**src/hdl/adc_pkg.sv**
```systemverilog
// Shared constants for the allpass dispersion cascade.
`default_nettype none

package adc_pkg;

  // Defaults for the top-level parameters
  localparam int unsigned StageCountDef = 4;
  localparam int unsigned SampleBitsDef = 24;
  localparam int unsigned CoefBitsDef   = 16;

  // State and inter-stage values carry two guard bits
  localparam int unsigned GuardBits = 2;

  // Configuration register map
  localparam int unsigned CfgIdxBits  = 3;
  localparam int unsigned RegCoefs    = 4;
  localparam int unsigned CoefIdxBits = 2;
  localparam logic [CfgIdxBits-1:0] RegFlushLevel = 3'd4;
  localparam int unsigned FlushBits   = 8;

  // Cell phase codes
  localparam logic [1:0] PhIdle = 2'd0;
  localparam logic [1:0] PhMul1 = 2'd1;
  localparam logic [1:0] PhSum  = 2'd2;
  localparam logic [1:0] PhMul2 = 2'd3;

endpackage

`default_nettype wire

```
**src/hdl/adc_cell.sv**
```systemverilog
// One first-order allpass section: y = a*x + s, then s = x - a*y.
`default_nettype none

module adc_cell #(
  parameter int unsigned SW = adc_pkg::SampleBitsDef + adc_pkg::GuardBits,
  parameter int unsigned CB = adc_pkg::CoefBitsDef
) (
  input  wire logic                               clk_i,
  input  wire logic                               rst_ni,
  input  wire logic signed [CB-1:0]               coef_i,
  input  wire logic        [adc_pkg::FlushBits-1:0] flush_i,
  input  wire logic                               go_i,
  input  wire logic signed [SW-1:0]               x_i,
  output logic                                    go_o,
  output logic signed [SW-1:0]                    y_o,
  output logic                                    done_o
);

  localparam int unsigned PW = SW + CB;
  localparam int unsigned CF = CB - 1;
  localparam int unsigned EW = SW + 2;

  logic [1:0]            ph_q, ph_d;
  logic signed [SW-1:0]  x_q, y_q, s_q;
  logic signed [PW-1:0]  prod_q;

  logic signed [SW-1:0]  mul_src;
  logic signed [PW-1:0]  mul, prod_rnd;
  logic signed [SW:0]    rnd;
  logic signed [EW-1:0]  sum, diff;
  logic signed [SW-1:0]  sum_sat, diff_sat, s_new;
  logic        [SW:0]    diff_mag;

  // One shared multiplier: a*x in the first phase, a*y in the third
  assign mul_src  = (ph_q == adc_pkg::PhSum) ? y_q : x_i;
  assign mul      = PW'(coef_i) * PW'(mul_src);

  // Round half up to the sample LSB
  assign prod_rnd = prod_q + (PW'(1) <<< (CF - 1));
  assign rnd      = $signed(prod_rnd[PW-1:CF]);

  assign sum  = EW'(rnd) + EW'(s_q);
  assign diff = EW'(x_q) - EW'(rnd);

  always_comb begin
    if (sum[EW-1:SW-1] == '0 || sum[EW-1:SW-1] == '1) begin
      sum_sat = sum[SW-1:0];
    end else if (sum[EW-1]) begin
      sum_sat = {1'b1, {(SW-1){1'b0}}};
    end else begin
      sum_sat = {1'b0, {(SW-1){1'b1}}};
    end
  end

  always_comb begin
    if (diff[EW-1:SW-1] == '0 || diff[EW-1:SW-1] == '1) begin
      diff_sat = diff[SW-1:0];
    end else if (diff[EW-1]) begin
      diff_sat = {1'b1, {(SW-1){1'b0}}};
    end else begin
      diff_sat = {1'b0, {(SW-1){1'b1}}};
    end
  end

  // Small-magnitude flush of the stored state
  assign diff_mag = diff_sat[SW-1] ? (SW+1)'(-(EW'(diff_sat))) : (SW+1)'(diff_sat);
  assign s_new    = (diff_mag <= (SW+1)'(flush_i)) ? '0 : diff_sat;

  always_comb begin
    ph_d = ph_q;
    case (ph_q)
      adc_pkg::PhIdle: if (go_i) ph_d = adc_pkg::PhMul1;
      adc_pkg::PhMul1: ph_d = adc_pkg::PhSum;
      adc_pkg::PhSum:  ph_d = adc_pkg::PhMul2;
      adc_pkg::PhMul2: ph_d = adc_pkg::PhIdle;
      default:         ph_d = adc_pkg::PhIdle;
    endcase
  end

  always_ff @(posedge clk_i or negedge rst_ni) begin
    if (!rst_ni) begin
      ph_q <= adc_pkg::PhIdle;
      s_q  <= '0;
    end else begin
      ph_q <= ph_d;
      if (ph_q == adc_pkg::PhMul2) begin
        s_q <= s_new;
      end
    end
  end

  always_ff @(posedge clk_i) begin
    if (ph_q == adc_pkg::PhIdle && go_i) begin
      x_q    <= x_i;
      prod_q <= mul;
    end
    if (ph_q == adc_pkg::PhMul1) begin
      y_q <= sum_sat;
    end
    if (ph_q == adc_pkg::PhSum) begin
      prod_q <= mul;
    end
  end

  // y is handed on while the second product is formed
  assign go_o   = (ph_q == adc_pkg::PhSum);
  assign y_o    = y_q;
  assign done_o = (ph_q == adc_pkg::PhMul2);

endmodule

`default_nettype wire

```
**config.mk**
```make
export PLATFORM = sky130hd
export DESIGN_NAME = adc_cell
export DESIGN_NICKNAME = d
export VERILOG_FILES = /design/src/hdl/adc_pkg.sv /design/src/hdl/adc_cell.sv
export SDC_FILE = /design/constraint.sdc
export NUM_CORES = 1
export LEC_CHECK = 0
export ABC_AREA = 1
export CORE_ASPECT_RATIO = 1.2
export CORE_MARGIN = 1
export CORE_UTILIZATION = 45
export DETAILED_ROUTE_END_ITERATION = 8
export DONT_BUFFER_PORTS = 1
export HOLD_SLACK_MARGIN = 0.03
export SKIP_CTS_REPAIR_TIMING = 1
export SYNTH_ARGS = -nofsm -noshare
export SYNTH_HDL_FRONTEND = slang
export SYNTH_SLANG_ARGS = --single-unit
```
**constraint.sdc**
```tcl
create_clock -name clk_i -period 7.4 [get_ports clk_i]
set_clock_uncertainty 0.2 [all_clocks]
set_input_delay 0.74 -clock clk_i [delete_from_list [all_inputs] [get_ports clk_i]]
set_output_delay 0.74 -clock clk_i [all_outputs]
set_load 0.005 [all_outputs]
```
=== After elaboration in Yosys (flattened, before gate mapping) ===
Index checks and enable logic that the tools add are counted.

* Add/subtract/negate cells: 4
* Multiply operators: 1
* Order comparisons: 1
* Equal/unequal tests: 6
* Muxes and demuxes: 11
* Reduce and logical (&&, ||, !) cells: 7

{| class="wikitable"
|+ Operators with widths
! kind !! count
|-
| two-way mux 26 bit || 6
|-
| two-way mux 42 bit || 2
|-
| adder 42 x 16 -> 42 bit, second input constant || 1
|-
| multiplier 16 x 26 -> 42 bit || 1
|-
| adder 27 x 26 -> 28 bit || 1
|-
| subtractor 26 x 27 -> 28 bit || 1
|-
| <= comparator 27 x 8 -> 1 bit || 1
|-
| two-way mux 27 bit || 1
|-
| negator 26 -> 27 bit || 1
|-
| case mux 2 bit (4 select lines) || 1
|-
| == test 3 bit, second input constant || 2
|-
| logical NOT 3 bit || 2
|-
| == test 2 bit, second input constant || 2
|-
| == test 2 x 1 -> 1 bit, second input constant || 1
|-
| logical NOT 2 bit || 1
|-
| logical OR 1 bit || 2
|-
| two-way mux 2 bit || 1
|-
| != test 2 bit, second input constant || 1
|-
| nonzero test 2 bit || 1
|-
| logical AND 1 bit || 1
|}

* Register bits after elaboration: 122
* Input bits: 53
* Output and inout port bits: 28
* Word-level logic and storage cells: 35

=== Depth between registers and ports, before layout ===
* Word-level depth: 9
* Gate-level depth with buffers: 58
* Mapped depth without buffers: 56

=== Least setup slack after synthesis ===
No wires, ideal clock.

* Kind: register to register
* Start: register ph_q[0]
* End: register prod_q[31], data pin
* Setup time: 0.265 ns
* Data arrival time: 6.970 ns
* Data required time: 6.935 ns
* Path slack: -0.035 ns
* Cell stages (with the launch flop): 33
* Path buffers: 3
* Clock period less this slack: 7.435 ns
* Cell sequence: dfrtp_1 inv_1 ha_1 clkbuf_1 clkbuf_1 o21ai_0 inv_1 clkbuf_1 nand2_1 fa_1 inv_1 fa_1 inv_1 fa_1 fa_1 inv_1 fa_1 inv_1 fa_1 inv_1 ha_1 nand2_1 nor2_1 inv_1 o21ai_0 o21bai_1 a31oi_1 o21ai_0 nand3_1 o211ai_1 nand4_1 o21ai_0 xor2_1

* Longest elaborated chain between the ends: 5

{| class="wikitable"
|+ RTL lines
! element !! line !! text
|-
| start, declared || adc_cell.sv:23 || <nowiki>logic [1:0] ph_q, ph_d;</nowiki>
|-
| start signal, assigned || adc_cell.sv:82 || <nowiki>ph_q <= adc_pkg::PhIdle;</nowiki>
|-
| start signal, assigned || adc_cell.sv:85 || <nowiki>ph_q <= ph_d;</nowiki>
|-
| == test 2 bit * || - ||
|-
| via go_o || adc_cell.sv:14 || <nowiki>output logic go_o,</nowiki>
|-
| two-way mux 26 bit * || adc_cell.sv:35 || <nowiki>assign mul_src = (ph_q == adc_pkg::PhSum) ? y_q : x_i;</nowiki>
|-
| multiplier 16 x 26 -> 42 bit * || adc_cell.sv:36 || <nowiki>assign mul = PW'(coef_i) * PW'(mul_src);</nowiki>
|-
| via mul[31] || adc_cell.sv:28 || <nowiki>logic signed [PW-1:0] mul, prod_rnd;</nowiki>
|-
| two-way mux 42 bit || adc_cell.sv:93 || <nowiki>if (ph_q == adc_pkg::PhIdle && go_i) begin</nowiki>
|-
| two-way mux 42 bit * || adc_cell.sv:100 || <nowiki>if (ph_q == adc_pkg::PhSum) begin</nowiki>
|-
| end signal, assigned || adc_cell.sv:95 || <nowiki>prod_q <= mul;</nowiki>
|-
| end signal, assigned || adc_cell.sv:101 || <nowiki>prod_q <= mul;</nowiki>
|-
| end, declared || adc_cell.sv:25 || <nowiki>logic signed [PW-1:0] prod_q;</nowiki>
|}

Mark *: on every way through the listed nets, which the timed path passes. The rest lies on a longest branch. The select of a mux whose other input is x is not followed.
A chain may end at the register's enable or synchronous reset.

=== Worst setup path after layout ===
* Start: register prod_q[16]
* End: register s_q[13]

* Longest elaborated chain between the ends: 9
* Elaborated cells on any way between the ends: 11
* Classes of those cells: add/sub: 3; order compare: 1; eq/ne: 1; mux: 4; reduce/logical: 2

{| class="wikitable"
|+ RTL lines
! element !! line !! text
|-
| adder 42 x 16 -> 42 bit * || adc_cell.sv:39 || <nowiki>assign prod_rnd = prod_q + (PW'(1) <<< (CF - 1));</nowiki>
|-
| subtractor 26 x 27 -> 28 bit * || adc_cell.sv:43 || <nowiki>assign diff = EW'(x_q) - EW'(rnd);</nowiki>
|-
| == test 3 bit / logical NOT 3 bit (equally long branches) || adc_cell.sv:56 || <nowiki>if (diff[EW-1:SW-1] == '0 || diff[EW-1:SW-1] == '1) begin</nowiki>
|-
| logical OR 1 bit || adc_cell.sv:56 ||
|-
| two-way mux 26 bit * || adc_cell.sv:56 ||
|-
| negator 26 -> 27 bit || adc_cell.sv:66 || <nowiki>assign diff_mag = diff_sat[SW-1] ? (SW+1)'(-(EW'(diff_sat))) : (SW+1)'(diff_sat);</nowiki>
|-
| two-way mux 27 bit || adc_cell.sv:66 ||
|-
| <= comparator 27 x 8 -> 1 bit || adc_cell.sv:67 || <nowiki>assign s_new = (diff_mag <= (SW+1)'(flush_i)) ? '0 : diff_sat;</nowiki>
|-
| two-way mux 26 bit * || adc_cell.sv:67 ||
|-
| end signal, assigned || adc_cell.sv:87 || <nowiki>s_q <= s_new;</nowiki>
|-
| end, declared || adc_cell.sv:24 || <nowiki>logic signed [SW-1:0] x_q, y_q, s_q;</nowiki>
|}

Every way passes the cells marked *; elsewhere a longest branch is shown, timed or not.

==> results.sh <==
export IMPL_tns_ns=0
export IMPL_synth_warnings=0
export IMPL_initial_core_util=0.457
export IMPL_cts_path_max_buffers=2
export IMPL_timing_rr_end="s_q[13]$_DFFE_PN0P_"
export IMPL_synth_edf_count=80
export IMPL_crit_slowest_cell="edfxtp_1"
export IMPL_drive_above_1_share=0.116
export IMPL_antenna_found_initial=0
export IMPL_cts_made_buffers=9
export IMPL_arrival_ns=7.42
export IMPL_worst_slew_pin_slew_ns=1.16
export IMPL_place_area_um2=24800
export IMPL_min_to="x_q[24]$_DFFE_PP_"
export IMPL_ys_seq_elements=108
export IMPL_ios=81
export IMPL_grt_setup_unrepaired="yes"
export IMPL_die_x_um=211
export IMPL_period_needed_ns=7.34
export IMPL_hold_ws_ns=0.245
export IMPL_die_h_um=252
export IMPL_slowest_delay_ns=0.40
export IMPL_first_pass_iters=6
export IMPL_path_class="reg2reg"
export IMPL_status="complete, no violations"
export IMPL_final_util=0.502
export IMPL_grt_pass1_wl_um=115000
export IMPL_worstPathRequired_ns=7.47
export IMPL_hold_path_class="in2reg"
export IMPL_vias_per_cell=5.20
export IMPL_maxSlewViolCount=0
export IMPL_grt_max_degree=53
export IMPL_setup_violations=0
export IMPL_drt_iter0_markers=1321
export IMPL_r2r_slack_ns=0.06
export IMPL_hold_start="x_i[24]"
export IMPL_cts_tree="yes"
export IMPL_cts_htree_levels=3
export IMPL_rows=91
export IMPL_fp_dieArea_um2=53200
export IMPL_layout_commonest_cell="nand2_1"
export IMPL_wire_per_inst_um=19.6
export IMPL_gp_congestion=0.984
export IMPL_r2r_start="prod_q[16]$_DFFE_PP_"
export IMPL_ys_types=49
export IMPL_synthCells=2992
export IMPL_core_region_area_um2=51500
export IMPL_wl_um=73700
export IMPL_areaGrowthSynthToFinish_pct=9.92
export IMPL_worst_skew_pair_late_latency_ns=0.38
export IMPL_dp_hpwl_um=62500
export IMPL_ant_nets=0
export IMPL_fmaxAchievable_mhz=136
export IMPL_whs_path_depth=0
export IMPL_final_nets=3686
export IMPL_hold_viol=0
export IMPL_first_global_vias=21139
export IMPL_start_kind="register"
export IMPL_max_slew_margin=0.227
export IMPL_remaining_drc_errors=0
export IMPL_cpMostUsedCell="nand2_1"
export IMPL_synth_seq_area_share=0.132
export IMPL_cts_sinks=108
export IMPL_reg2reg_depth=55
export IMPL_period_share=0.992
export IMPL_track_usage=0.285
export IMPL_path_max_fanout=7
export IMPL_cts_root_buf="clkbuf_16"
export IMPL_overflow=0
export IMPL_final_cell_mix="683 x nand2_1, 647 x inv_1, 402 x fa_1"
export IMPL_synthesis_nets=3616
export IMPL_cap_violations=0
export IMPL_synthArstFlopShare=0.259
export IMPL_avgSynthCellArea_um2=7.86
export IMPL_n_antenna_cell=0
export IMPL_ys_flop_type="edfxtp_1"
export IMPL_clk_pin_slew_ns=0.09
export IMPL_netlist_area_um2=23500
export IMPL_port_buffers=0
export IMPL_vias=19580
export IMPL_fin_area_um2=25800
export IMPL_cp_end_kind="register"
cell type report:
type	count	area, um^2
Multi-Input combinational cell	2133	17900
Clock inverter	7	116
Tap cell	697	872
Inverter	682	2570
Timing Repair Buffer	128	1050
Fill cell	5060	25600
Clock buffer	9	225
Sequential cell	108	3100
kinds of logic (layout without fill, tap and decap cells):
kind of cell | count (synthesis) | after routing | share of synthesized area
fa+ha+maj | 571 | 571 | 0.433
buf+inv | 751 | 826 | 0.123
compound gates | 241 | 241 | 0.0557
flops | 108 | 108 | 0.132
xor+xnor | 106 | 106 | 0.0395
simple gates | 1215 | 1215 | 0.217
Yosys cell counts, types with 3 or more instances:
| cell type | n | area, um^2 |
|---|---|---|
| a21o_1 | 4 | 30.0 |
| a21oi_1 | 118 | 591 |
| a31oi_1 | 7 | 43.8 |
| buf_2 | 5 | 25.0 |
| buf_6 | 6 | 67.6 |
| clkbuf_1 | 55 | 206 |
| clkinv_1 | 15 | 56.3 |
| dfrtp_1 | 28 | 701 |
| edfxtp_1 | 80 | 2400 |
| fa_1 | 403 | 8070 |
| ha_1 | 168 | 2100 |
| inv_1 | 658 | 2470 |
| inv_2 | 9 | 33.8 |
| nand2_1 | 697 | 2620 |
| nand2_2 | 43 | 269 |
| nand2_4 | 8 | 90.1 |
| nand3_1 | 68 | 340 |
| nand3_2 | 9 | 90.1 |
| nand4_1 | 20 | 125 |
| nor2_1 | 303 | 1140 |
| nor2_2 | 13 | 81.3 |
| nor2_4 | 7 | 78.8 |
| nor3_1 | 16 | 80.1 |
| o211ai_1 | 3 | 22.5 |
| o21a_1 | 6 | 45.0 |
| o21ai_0 | 59 | 295 |
| o21ai_1 | 23 | 115 |
| o21bai_1 | 8 | 60.1 |
| o31ai_1 | 3 | 22.5 |
| or2_2 | 23 | 144 |
| xnor2_1 | 37 | 324 |
| xor2_1 | 69 | 604 |
flip-flops by register name, indices dropped and copies added, names as in the netlist:
| register | flops |
|---|---|
| prod_q | 28 |
| s_q | 26 |
| x_q | 26 |
| y_o | 26 |
| ph_q | 2 |
routing by layer:
metal  track usage  share of wire  vias to the layer above
met5             0              0                        -
met4         0.139          0.057                        0
met3        0.0388          0.051                      182
met2         0.526           0.52                      588
met1         0.320           0.37                     9735
li1              -              -                     9075
how the worst max path moves through the flow:
stage / startpoint / end / cells past startpoint
after global routing: prod_q[16]$_DFFE_PP_ / s_q[3]$_DFFE_PN0P_ / 55
after detailed placement: prod_q[15]$_DFFE_PP_ / s_q[3]$_DFFE_PN0P_ / 56
after global placement: prod_q[14]$_DFFE_PP_ / s_q[7]$_DFFE_PN0P_ / 56
final: prod_q[16]$_DFFE_PP_ / s_q[13]$_DFFE_PN0P_ / 55
after CTS: prod_q[15]$_DFFE_PP_ / s_q[3]$_DFFE_PN0P_ / 56
after floorplan: ph_q[0]$_DFFE_PN0P_ / prod_q[31]$_DFFE_PP_ / 32
metrics by stage:
| stage | worst slack (ns) | cells |
|---|---|---|
| 2_1_floorplan | 0.0567 | 2992 |
| 3_3_place_gp | -0.122 | 3723 |
| 3_5_place_dp | -0.175 | 3723 |
| 4_1_cts | -0.203 | 3739 |
| 5_1_grt | -0.449 | 3764 |
| 6_report | 0.0562 | 3764 |
worst max-delay path, delay by kind of cell (launching register included):
kind / cells / cell delay (ns)
and+or+nand+nor: 36 / 3.93
AOI/OAI and AO/OA: 7 / 0.98
adders and majority gates: 3 / 0.69
buffers and inverters: 7 / 0.59
xor gates and xnor gates: 2 / 0.45
DFF: 1 / 0.40
Power is not shown: default switching activity piles up to over one toggle a cycle in this logic, so the estimate is an artifact.
